--- src/hw/rtl/cfq_pkg.sv ---
package cfq_pkg;

  // fixed field widths
  localparam int WordW   = 32;
  localparam int ModeW   = 3;
  localparam int CfgW    = 5;
  localparam int CountW  = 5;
  localparam int StatusW = 2;

  // operation codes
  localparam logic [ModeW-1:0] ModeEnq   = 3'd0;
  localparam logic [ModeW-1:0] ModeDeq   = 3'd1;
  localparam logic [ModeW-1:0] ModePeek  = 3'd2;
  localparam logic [ModeW-1:0] ModeClear = 3'd3;
  localparam logic [ModeW-1:0] ModeQuery = 3'd4;

  // status codes
  localparam logic [StatusW-1:0] StatusOk    = 2'd0;
  localparam logic [StatusW-1:0] StatusEmpty = 2'd1;
  localparam logic [StatusW-1:0] StatusFull  = 2'd2;

  // capacity register after reset
  localparam logic [CfgW-1:0] CapReset = 5'd16;

  // one input transaction
  typedef struct packed {
    logic [ModeW-1:0] mode;
    logic [WordW-1:0] data_in;
  } cfq_in_t;

  // one result transaction
  typedef struct packed {
    logic [WordW-1:0]   data_out;
    logic [StatusW-1:0] status;
    logic [CountW-1:0]  count;
    logic               is_empty;
  } cfq_res_t;

  // per-cell control from the pointer logic
  typedef struct packed {
    logic wr_en;
    logic rd_sel;
  } cfq_cell_ctl_t;

endpackage

--- src/hw/rtl/cfq_cell.sv ---
module cfq_cell (
  input  logic                      clk_i,
  input  cfq_pkg::cfq_cell_ctl_t    ctl_i,
  input  logic [cfq_pkg::WordW-1:0] wr_data_i,
  input  logic [cfq_pkg::WordW-1:0] chain_i,
  output logic [cfq_pkg::WordW-1:0] chain_o
);

  logic [cfq_pkg::WordW-1:0] slot_q;
  logic [cfq_pkg::WordW-1:0] chain_q;

  // slot storage, written when the tail points here
  always_ff @(posedge clk_i) begin
    if (ctl_i.wr_en) begin
      slot_q <= wr_data_i;
    end
  end

  // read chain: take own slot when selected, else pass the neighbor's word on
  always_ff @(posedge clk_i) begin
    chain_q <= ctl_i.rd_sel ? slot_q : chain_i;
  end

  assign chain_o = chain_q;

endmodule

--- src/hw/rtl/cfq_ctrl.sv ---
module cfq_ctrl #(
  parameter int Depth = 16
) (
  input  logic                           clk_i,
  input  logic                           rst_ni,
  input  logic                           cfg_we_i,
  input  logic [cfq_pkg::CfgW-1:0]       cfg_data_i,
  input  logic                           start,
  output logic                           busy,
  input  cfq_pkg::cfq_in_t               in_i,
  input  logic [cfq_pkg::WordW-1:0]      chain_last_i,
  output logic                           wr_en_o,
  output logic [$clog2(Depth)-1:0]       wr_idx_o,
  output logic [$clog2(Depth)-1:0]       rd_idx_o,
  output logic                           done_o,
  output cfq_pkg::cfq_res_t              res_o
);

  localparam int IdxW = $clog2(Depth);
  localparam int CntW = $clog2(Depth + 1);
  localparam int CmpW = (CntW > cfq_pkg::CfgW) ? CntW : cfq_pkg::CfgW;

  logic [cfq_pkg::CfgW-1:0] cap_q;
  logic [IdxW-1:0]          head_q, head_d;
  logic [IdxW-1:0]          tail_q, tail_d;
  logic [CntW-1:0]          fill_q, fill_d;
  logic [IdxW-1:0]          rd_idx_q;
  logic [CntW-1:0]          wait_q;
  logic                     busy_q;
  logic                     done_q;
  cfq_pkg::cfq_res_t        res_q;

  logic                      accept;
  logic                      rd_go;
  logic                      full;
  logic                      empty;
  logic [CmpW-1:0]           eff_cap;
  logic [cfq_pkg::StatusW-1:0] status;
  logic                      finish;

  // index step with wrap at the effective capacity or the store end
  function automatic logic [IdxW-1:0] advance(input logic [IdxW-1:0] idx,
                                              input logic [CmpW-1:0] cap);
    logic [CmpW-1:0] nxt;
    nxt = CmpW'(idx) + CmpW'(1);
    if (nxt >= cap || nxt >= CmpW'(Depth)) begin
      return '0;
    end
    return IdxW'(nxt);
  endfunction

  // capacity clamped to one .. depth
  always_comb begin
    eff_cap = CmpW'(cap_q);
    if (cap_q == '0) begin
      eff_cap = CmpW'(1);
    end else if (CmpW'(cap_q) > CmpW'(Depth)) begin
      eff_cap = CmpW'(Depth);
    end
  end

  assign accept = start & ~busy_q;
  assign full   = CmpW'(fill_q) >= eff_cap;
  assign empty  = fill_q == '0;
  assign finish = busy_q && (wait_q == CntW'(Depth));

  // operation decode and pointer update
  always_comb begin
    head_d  = head_q;
    tail_d  = tail_q;
    fill_d  = fill_q;
    wr_en_o = 1'b0;
    rd_go   = 1'b0;
    status  = cfq_pkg::StatusOk;
    if (accept) begin
      unique case (in_i.mode)
        cfq_pkg::ModeEnq: begin
          if (full) begin
            status = cfq_pkg::StatusFull;
          end else begin
            wr_en_o = 1'b1;
            tail_d  = advance(tail_q, eff_cap);
            fill_d  = fill_q + CntW'(1);
          end
        end
        cfq_pkg::ModeDeq: begin
          if (empty) begin
            status = cfq_pkg::StatusEmpty;
          end else begin
            rd_go  = 1'b1;
            head_d = advance(head_q, eff_cap);
            fill_d = fill_q - CntW'(1);
          end
        end
        cfq_pkg::ModePeek: begin
          if (empty) begin
            status = cfq_pkg::StatusEmpty;
          end else begin
            rd_go = 1'b1;
          end
        end
        cfq_pkg::ModeClear: begin
          head_d = '0;
          tail_d = '0;
          fill_d = '0;
        end
        default: begin
        end
      endcase
    end
  end

  // capacity register
  always_ff @(posedge clk_i or negedge rst_ni) begin
    if (!rst_ni) begin
      cap_q <= cfq_pkg::CapReset;
    end else if (cfg_we_i) begin
      cap_q <= cfg_data_i;
    end
  end

  // pointers and fill count
  always_ff @(posedge clk_i or negedge rst_ni) begin
    if (!rst_ni) begin
      head_q <= '0;
      tail_q <= '0;
      fill_q <= '0;
    end else begin
      head_q <= head_d;
      tail_q <= tail_d;
      fill_q <= fill_d;
    end
  end

  // read wait: the word ripples down the cell chain while busy
  always_ff @(posedge clk_i or negedge rst_ni) begin
    if (!rst_ni) begin
      busy_q <= 1'b0;
      done_q <= 1'b0;
      wait_q <= '0;
    end else begin
      done_q <= 1'b0;
      if (accept) begin
        if (rd_go) begin
          busy_q <= 1'b1;
          wait_q <= '0;
        end else begin
          done_q <= 1'b1;
        end
      end else if (finish) begin
        busy_q <= 1'b0;
        done_q <= 1'b1;
      end else if (busy_q) begin
        wait_q <= wait_q + CntW'(1);
      end
    end
  end

  // result register; read data lands when the chain has settled
  always_ff @(posedge clk_i) begin
    if (accept) begin
      rd_idx_q       <= head_q;
      res_q.data_out <= '0;
      res_q.status   <= status;
      res_q.count    <= cfq_pkg::CountW'(fill_d);
      res_q.is_empty <= fill_d == '0;
    end else if (finish) begin
      res_q.data_out <= chain_last_i;
    end
  end

  assign wr_idx_o = tail_q;
  assign rd_idx_o = rd_idx_q;
  assign busy     = busy_q;
  assign done_o   = done_q;
  assign res_o    = res_q;

endmodule

--- src/hw/rtl/circular_fifo_queue.sv ---
// Ring-buffer FIFO with one result transaction per input transaction. An
// operation is taken at a clock edge where start is high and busy is low.
// Enqueue, clear, query and any dequeue or peek on an empty queue answer with
// done_o high in the next cycle, and busy stays low, so these run at one
// operation per cycle. A dequeue or peek that reads a word raises busy until
// it answers, while the head word travels one cell per cycle down the row of
// Depth storage cells. The result is shown for exactly one cycle; the receiver
// cannot stall it and must take it when done_o is high. Capacity is written
// through cfg_we_i; the user must write it only while the block is idle, and
// the block itself does not enforce this.
module circular_fifo_queue #(
  parameter int Depth = 16
) (
  input  logic                          clk_i,
  input  logic                          rst_ni,
  input  logic                          cfg_we_i,
  input  logic [cfq_pkg::CfgW-1:0]      cfg_data_i,
  input  logic                          start,
  output logic                          busy,
  input  cfq_pkg::cfq_in_t              in_i,
  output logic                          done_o,
  output cfq_pkg::cfq_res_t             res_o
);

  localparam int IdxW = $clog2(Depth);

  logic                      wr_en;
  logic [IdxW-1:0]           wr_idx;
  logic [IdxW-1:0]           rd_idx;
  logic [cfq_pkg::WordW-1:0] chain [Depth+1];

  // pointer, count and result control
  cfq_ctrl #(
    .Depth(Depth)
  ) u_ctrl (
    .clk_i       (clk_i),
    .rst_ni      (rst_ni),
    .cfg_we_i    (cfg_we_i),
    .cfg_data_i  (cfg_data_i),
    .start       (start),
    .busy        (busy),
    .in_i        (in_i),
    .chain_last_i(chain[Depth]),
    .wr_en_o     (wr_en),
    .wr_idx_o    (wr_idx),
    .rd_idx_o    (rd_idx),
    .done_o      (done_o),
    .res_o       (res_o)
  );

  assign chain[0] = '0;

  // row of storage cells with the read chain running through them
  for (genvar i = 0; i < Depth; i++) begin : g_cell
    cfq_pkg::cfq_cell_ctl_t ctl;

    assign ctl.wr_en  = wr_en && (wr_idx == IdxW'(i));
    assign ctl.rd_sel = rd_idx == IdxW'(i);

    cfq_cell u_cell (
      .clk_i    (clk_i),
      .ctl_i    (ctl),
      .wr_data_i(in_i.data_in),
      .chain_i  (chain[i]),
      .chain_o  (chain[i+1])
    );
  end

endmodule
--- config.mk ---
export PLATFORM = sky130hd
export DESIGN_NAME = circular_fifo_queue
export DESIGN_NICKNAME = d
export VERILOG_FILES = /design/src/hw/rtl/cfq_pkg.sv /design/src/hw/rtl/cfq_cell.sv /design/src/hw/rtl/cfq_ctrl.sv /design/src/hw/rtl/circular_fifo_queue.sv
export SDC_FILE = /design/constraint.sdc
export NUM_CORES = 1
export LEC_CHECK = 0
export ABC_AREA = 1
export BUFFER_PORTS_ARGS = -buffer_cell sky130_fd_sc_hd__buf_2
export CORE_MARGIN = 2
export CORE_UTILIZATION = 35
export CTS_CLUSTER_SIZE = 24
export DETAILED_ROUTE_END_ITERATION = 8
export GPL_ROUTABILITY_DRIVEN = 0
export MAX_ROUTING_LAYER = met4
export PLACE_DENSITY_LB_ADDON = 0.25
export SYNTH_ARGS = -nofsm -noshare
export SYNTH_HDL_FRONTEND = slang
export SYNTH_SLANG_ARGS = --single-unit
export TNS_END_PERCENT = 100
--- constraint.sdc ---
create_clock -name clk_i -period 5.2 [get_ports clk_i]
set_clock_uncertainty 0.2 [all_clocks]
set_input_delay 0.26 -clock clk_i [delete_from_list [all_inputs] [get_ports clk_i]]
set_output_delay 0.26 -clock clk_i [all_outputs]
set_load 0.01 [all_outputs]
After elaboration in Yosys (flattened, before gate mapping)
Index checks and enable logic that the tools add are counted.

Magnitude comparators: 6. Reduce and logical (&&, ||, !) cells: 34. Multiplexer cells: 56. Equality and inequality tests: 38. Bitwise logic cells: 2. Add/sub/neg operators: 5.

Operators by type and width (number): 2-to-1 mux 32 bit (15); equality test 4 bit, second input constant (16); 2-to-1 mux 5 bit (9); equality test 4 x 3 -> 1 bit, second input constant (8); 2-to-1 mux 4 bit (6); 2-to-1 mux 1 bit (21); logical AND 1 bit (17); equality test 4 x 2 -> 1 bit, second input constant (4); case mux 4 bit (2 select lines) (2); >= comparator 5 bit (3); zero test 5 bit (3); case mux 5 bit (3 select lines) (1); adder 4 x 1 -> 5 bit, second input constant (2); adder 5 x 1 -> 5 bit, second input constant (2); >= comparator 5 bit, second input constant (2); AND reduction 3 bit (3); equality test 4 x 1 -> 1 bit, second input constant (2); zero test 4 bit (2); nonzero test 2 bit (4); equality test 3 x 2 -> 1 bit, second input constant (2); != test 2 bit, second input constant (3); equality test 5 bit, second input constant (1); > comparator 5 bit, second input constant (1); subtractor 5 x 1 -> 5 bit, second input constant (1); other kinds (10) (11).

Input port bits: 44. Word-level logic and storage cells: 185. Bits in registers: 1093.

Longest topological paths before layout
Gate-level depths: netlist of the first run.

Depth in word-level cells: 12. Depth in mapped cells: 15. Gate-level depth less buffers: 15.

Hierarchy
A second synthesis of the first run with hierarchy kept.

Cells, all modules: 3162. Area, all modules: 37055.5 um^2.

Modules (own cells, without submodules): cfq_cell (area an instance 2093.3 um^2, cells an instance 168, instances 16, sequential area each 1601.5 um^2); cfq_ctrl (area an instance 3326.9 um^2, cells an instance 413, instances 1, sequential area each 1627.8 um^2); circular_fifo_queue (area an instance 236.5 um^2, cells an instance 61, instances 1, sequential area each 0.0 um^2).

Worst setup path after synthesis of the first run
No wires, ideal clock.

Kind: register -> register. Start point: register u_ctrl.cap_q[1] (netlist bit). End point: register g_cell[0].u_cell.slot_q[0] (netlist bit) (enable). Period minus slack after synthesis: 3720 ps. Cell stages (with the launch flop): 14. Data required time: 4579 ps. Path slack: 1480 ps. Library setup time: 421 ps. Arrival: 3099 ps. Cells stage by stage: dfrtp_1 > nor2_1 > nand3_1 > a21oi_1 > ha_1 > inv_1 > nand2_1 > nand2_1 > nand3_1 > nor2_1 > nand2_1 > inv_1 > nand2_1 > nor2_1.

RTL lines: start, declared (RTL line cfq_ctrl.sv:23) `logic [cfq_pkg::CfgW-1:0] cap_q;`; start signal, assigned (RTL line cfq_ctrl.sv:116) `cap_q <= cfq_pkg::CapReset;`; start signal, assigned (RTL line cfq_ctrl.sv:118) `cap_q <= cfg_data_i;`; end signal, assigned (RTL line cfq_cell.sv:15) `slot_q <= wr_data_i;`; end, declared (RTL line cfq_cell.sv:9) `logic [cfq_pkg::WordW-1:0] slot_q;`.

==> results.yml, run 1 <==
layout:
  final_area_um2: 41300
  finalNonFillerCells: 3686
  area_growth_pct: 17.4
  fill_cells: 9010
  antenna_cells: 0
  fin_nets: 2366
  drive_gt1_share_pct: 32.5
  mostFrequentLayoutCell: "dfxtp_1"
  layout_common_cells: "dfxtp_1 (544), edfxtp_1 (524), mux2_2 (481)"
global_routing:
  grt_pass1_vias: 17200
  grt_pass1_wl_mm: 98.0
  track_usage_pct: 12.4
  overflow: 0
  antenna_found_initial: 0
  grt_max_degree: 49
status:
  status: "complete, no violations"
worst_setup_path:
  crit_fanout: 23
  required_ns: 5.36
  r2r_cells: 14
  critical_path_class: "register to register"
  crit_path_start_kind: "register"
  r2r_setup_slack_ns: 1.15
  crit_arrival_ns: 4.20
  r2r_start: "u_ctrl.cap_q[1]$_DFFE_PN0P_"
  crit_path_end_kind: "register"
  rr_endpoint: "g_cell[0].u_cell.slot_q[11]$_DFFE_PP_"
placement:
  dp.cells: 3432
  place_hpwl_mm: 39.2
  dpl_cell_area_um2: 37200
  port_buffers: 85
route:
  avgRoutedWirePerCell_um: 16.6
  num_vias: 16100
  drtIter0Drc: 949
  first_pass_iters: 7
  wl_mm: 61.2
  viasPerCell: 4.36
  route.detailed.drc: 0
  postRouteAntennaNets: 0
clock_network:
  cts_inserted_buffers: 107
  cts_max_level: 3
  cts_tree: "done"
  cts.path.max_buffers: 3
  clkTransAtPathRegs_ns: 0.06
  root_buffer: "clkbuf_16"
  clock-sinks: 1093
  clkLatencyLatePin_ns: 0.65
yosys:
  netlist_instances: 2087
  yosysTopAreaCell: "edfxtp_1"
  yosysUniqueCellTypes: 28
  syn-cell-area_um2: 35100
  async_flop_share_pct: 2.29
  syn_nets: 2155
  syn_area_per_cell_um2: 16.8
  synth_area_leaders: "edfxtp_1 (45%), dfxtp_1 (31%), mux2_2 (15%)"
  synthFlopType: "dfxtp_1"
  synth-edff-count: 524
  ys_ff_latch: 1093
  yosys.area.top_type_share_pct: 44.8
  seq_area_frac_synth_pct: 77.5
  yosysWarnings: 0
hold_path:
  min_path_type: "register to register"
  min_to: "u_ctrl.res_o[10]$_SDFFE_PP0P_"
  worst_hold_startpoint: "u_ctrl.res_o[10]$_SDFFE_PP0P_"
  hold_depth: 2
pwr:
  power_frac_comb_pct: 12.3
  p_int_mw: 16.6
  seqPwrFrac_pct: 52.2
  p_leak_nw: 15.7
  swShare_pct: 22.1
  peakVddDrop_v: 0.000265
  p_per_area_nw_per_um2: 517
  p_sw_mw: 4.72
  power_frac_clock_pct: 35.5
flow_run:
  cap_violations: 0
sta:
  finalHoldViolCount: 0
  relSlewSlack_pct: 34.3
  finalSetupViolations: 0
  setup_tns_ns: 0
  whs_ns: 0.239
  min_period_ns: 4.05
  maxSlewViolCount: 0
  fin_crit_sh_pct: 77.8
  fmax_mhz: 247
  rsz0062_at_grt: "no"
  tightest_slew_ns: 0.983
die:
  die_w_um: 321
  placementRows: 116
  die_h_um: 321
  io_pins: 86
  design.die.area_um2: 103000
  core_um2: 99900
  initial_core_util_pct: 35.2
-- worst max-delay path by stage --
stage,slack (ns),cells past startpoint,from,to
final,1.15,14,u_ctrl.cap_q[1]$_DFFE_PN0P_,g_cell[0].u_cell.slot_q[11]$_DFFE_PP_
after global routing,0.83,13,u_ctrl.cap_q[1]$_DFFE_PN0P_,g_cell[4].u_cell.slot_q[8]$_DFFE_PP_
after CTS,1.11,14,u_ctrl.cap_q[1]$_DFFE_PN0P_,g_cell[0].u_cell.slot_q[19]$_DFFE_PP_
after detailed placement,1.13,14,u_ctrl.cap_q[1]$_DFFE_PN0P_,g_cell[0].u_cell.slot_q[15]$_DFFE_PP_
after global placement,1.19,14,u_ctrl.cap_q[1]$_DFFE_PN0P_,g_cell[3].u_cell.slot_q[12]$_DFFE_PP_
after floorplan,1.48,13,u_ctrl.cap_q[1]$_DFFE_PN0P_,g_cell[0].u_cell.slot_q[0]$_DFFE_PP_
-- state kept, by name, summed over array words and instances (netlist names) --
register	count
u_ctrl.cap_q	5
u_ctrl.head_q	4
u_ctrl.wait_q	5
u_ctrl.done_o	1
u_ctrl.busy	1
u_ctrl.wr_idx_o	4
u_ctrl.res_o	40
g_cell.u_cell.slot_q	512
u_ctrl.fill_q	5
u_ctrl.rd_idx_o	4
g_cell.u_cell.chain_o	512
-- power by group through the flow --
stage | clock network, mW | registers, mW | logic, mW
6_report | 7.56 | 11.1 | 2.62
5_1_grt | 8.11 | 11.3 | 2.92
4_1_cts | 7.77 | 11.2 | 2.67
3_5_place_dp | 0 | 11.3 | 2.58
3_3_place_gp | 0 | 11.3 | 2.58
2_1_floorplan | 0 | 11.1 | 1.97
-- per-stage QoR --
step / utilization, % / setup slack (ns) / power [mW]
after floorplan: - / 1.48 / 13.1
after CTS: 41.3 / 1.11 / 21.6
after detailed placement: 37.2 / 1.13 / 13.9
after global routing: 41.3 / 0.825 / 22.3
final: 41.3 / 1.15 / 21.3
after global placement: 37.2 / 1.19 / 13.9
-- worst max-delay path: stages, from the launching register on --
cell,delay (ns)
dfrtp_1,0.40
nor2_1,0.11
nand3_1,0.07
a21oi_1,0.35
ha_1,0.32
inv_1,0.05
nand2_1,0.05
nand2_1,0.13
nand3_1,0.20
nor2_1,0.22
nand2_1,0.16
inv_1,0.18
nand2_1,0.33
nor2_4,0.70
buf_4,0.28
-- per-layer routing --
metal  share of wire, %  track usage (%)
met5                  0                -
met3                3.3             2.41
met2                 45             19.3
met4                2.5             3.66
met1                 49             16.6
-- what timing repair did --
action | 4_1_cts | 5_1_grt
hold buffers | 55 | 0
hold endpoints to repair | 581 | 0
buffers inserted | 0 | 0
resized for setup | 0 | 0
-- cells by family after synthesis --
logic type	Yosys count	synth area share (%)
AOI/OAI and AO/OA	88	1.29
xor gates and xnor gates	11	0.274
buffers and inverters	177	2.11
and+or+nand+nor	213	2.51
muxes	481	15.4
adders and majority gates	24	0.854
DFF	1093	77.5
-- Yosys cell counts, types with 3 or more instances --
master / instances
dfrtp_1: 24
inv_1: 113
dfxtp_1: 544
buf_2: 51
nand3_1: 27
o21ai_0: 43
a21oi_1: 41
mux2_2: 481
xor2_1: 8
edfxtp_1: 524
nor2_1: 73
clkbuf_1: 10
nand4_1: 10
ha_1: 24
nand2_1: 94
nand2_2: 4
xnor2_1: 3
nor2_2: 3
-- area by class of cell --
cell class	count	area (um^2)	area share, %
clock buffers	166	3120	7.56
clock inverters	33	393	0.952
inverters	115	437	1.06
multi-input cells	817	7270	17.6
flip-flops and latches	1093	27300	66.0
well taps	1298	1620	3.94
repair buffers	164	1170	2.83
Power figures use the tool's default switching activity.
==> run 2, diff against run 1 <==
clock period = 3.9 ns   (was 5.2 ns; I/O delays follow)
==> run 2 against run 1 <==
Against the previous run:
- sequential cell count stayed put
- sequential power rose by 33%
- clock power grew 32%
- register-to-register slack worse by 0.74 ns
- first-iteration DRC count decreased by 15%
- worst hold slack worse by 0.032 ns
- sequential share of layout area shrank 0.48 points
- core utilization up 0.30 points
- die area unchanged
- global-route usage down 0.081 points
- largest cell class unchanged
- largest power group unchanged
- highest routed layer unchanged
==> results.yml, run 2 (same netlist as run 1, synthesis figures left out) <==
route:
  route.detailed.drc: 0
  viasPerCell: 4.37
  drtIter0Drc: 805
  wl_mm: 61.5
  avgRoutedWirePerCell_um: 16.6
  first_pass_iters: 5
  postRouteAntennaNets: 0
  num_vias: 16200
sta:
  finalHoldViolCount: 0
  fmax_mhz: 286
  finalSetupViolations: 0
  tightest_slew_ns: 0.700
  setup_tns_ns: 0
  fin_crit_sh_pct: 89.5
  fin_ws_ns: 0.409
  maxSlewViolCount: 0
  rsz0062_at_grt: "no"
  relSlewSlack_pct: 53.2
  min_period_ns: 3.49
global_routing:
  grt_max_degree: 50
  grt_pass1_vias: 17000
  track_usage_pct: 12.3
  overflow: 0
  grt_pass1_wl_mm: 97.2
  antenna_found_initial: 0
worst_setup_path:
  crit_start: "u_ctrl.cap_q[1]$_DFFE_PN0P_"
  r2r_setup_slack_ns: 0.41
  required_ns: 4.04
  crit_path_start_kind: "register"
  crit_path_end_kind: "register"
  critical_path_class: "register to register"
  crit_fanout: 32
  r2r_start: "u_ctrl.cap_q[1]$_DFFE_PN0P_"
  crit_arrival_ns: 3.64
layout:
  layout_common_cells: "dfxtp_1 (544), edfxtp_1 (524), mux2_2 (481)"
  mostFrequentLayoutCell: "dfxtp_1"
  antenna_cells: 0
  fill_cells: 8936
  area_growth_pct: 18.3
  drive_gt1_share_pct: 33.2
  fin_nets: 2380
flow_run:
  cap_violations: 0
clock_network:
  cts_max_level: 3
  clock-sinks: 1093
  cts_inserted_buffers: 108
  clkTransAtPathRegs_ns: 0.06
  cts.path.max_buffers: 3
  clkLatencyLatePin_ns: 0.66
  cts_tree: "done"
  root_buffer: "clkbuf_16"
die:
  core_um2: 99900
  design.die.area_um2: 103000
  io_pins: 86
  initial_core_util_pct: 35.2
  die_h_um: 321
  placementRows: 116
  die_w_um: 321
pwr:
  peakVddDrop_v: 0.000378
  p_leak_nw: 15.9
  p_per_area_nw_per_um2: 683
status:
  status: "complete, no violations"
placement:
  pre_cts_ws_ns: 0.427
  place_hpwl_mm: 38.7
  port_buffers: 85
hold_path:
  worst_hold_startpoint: "cfg_we_i"
  min_path_type: "primary input to register"
## run 2: changes by cell type in the layout (fill, tap and decap cells not counted)
cell           previous run  this run
buf_12                    1        17
clkbuf_16               108       112
clkinv_4                  2         1
buf_4                    24        19
clkinv_2                 12        23
clkinv_8                  1         0
dlygate4sd3_1            54        56
bufinv_16                 8         4
clkbuf_1                 38        31
clkbuf_8                 20        21
## run 2: power by group
| group | internal [mW] | switching [mW] |
|---|---|---|
| Combinational | 1.95 | 1.55 |
| Sequential | 14.2 | 0.664 |
| Clock | 5.92 | 4.11 |
| Total | 22.1 | 6.32 |
## run 2: worst paths after layout
check | to | depth (start not counted)
max in group asynchronous | u_ctrl.wait_q[1]$_DFFE_PN0P_ | 4
max reg2reg | g_cell[1].u_cell.slot_q[16]$_DFFE_PP_ | 14
min reg2reg | u_ctrl.res_o[9]$_SDFFE_PP0P_ | 2
max | g_cell[1].u_cell.slot_q[16]$_DFFE_PP_ | 14
min | u_ctrl.cap_q[4]$_DFFE_PN1P_ | 3
min in group asynchronous | u_ctrl.cap_q[1]$_DFFE_PN0P_ | 4
## run 2: critical path: stages, from the launching register on
cell	delay, ns
dfrtp_1	0.39
nor2_1	0.11
nand3_1	0.07
a21oi_1	0.32
ha_1	0.30
inv_1	0.05
nand2_1	0.04
nand2_1	0.13
nand3_1	0.22
nor2_1	0.18
nand2_1	0.15
inv_1	0.15
nand2_1	0.35
nor2_4	0.23
buf_12	0.24
## run 2: area by class of cell
type,count,area [um^2],share of cell area (%)
clock inverter,38,303,0.728
inverter,115,437,1.05
sequential,1093,27300,65.6
clock buffer,164,3210,7.72
tap,1298,1620,3.91
multi-input combinational,817,7270,17.5
timing repair buffer,177,1470,3.53
## run 2: per-stage QoR
| step | hold slack, ns | area [um^2] | instances | util, % | power (mW) |
|---|---|---|---|---|---|
| after global routing | 0.183 | 41600 | 3702 | 41.6 | 29.7 |
| after floorplan | -0.301 | 35100 | 2087 | - | 17.4 |
| after detailed placement | 0.0406 | 37500 | 3443 | 37.5 | 18.5 |
| after CTS | 0.133 | 41600 | 3702 | 41.6 | 28.7 |
| after global placement | 0.0174 | 37500 | 3443 | 37.5 | 18.5 |
| final | 0.207 | 41600 | 3702 | 41.6 | 28.4 |
## run 2: what timing repair did
item / in CTS / in global routing
hold endpoints to repair: 609 / 0
gates resized for setup: 0 / 0
hold buffers: 57 / 0
buffers inserted: 0 / 0
## run 2: metal layers
layer	global-route usage, %	wire length [um]	vias up
met4	4.33	1520	0
met2	18.8	27800	284
met3	2.25	2080	118
met5	-	0	-
li1	-	-	7865
met1	16.6	30200	7904
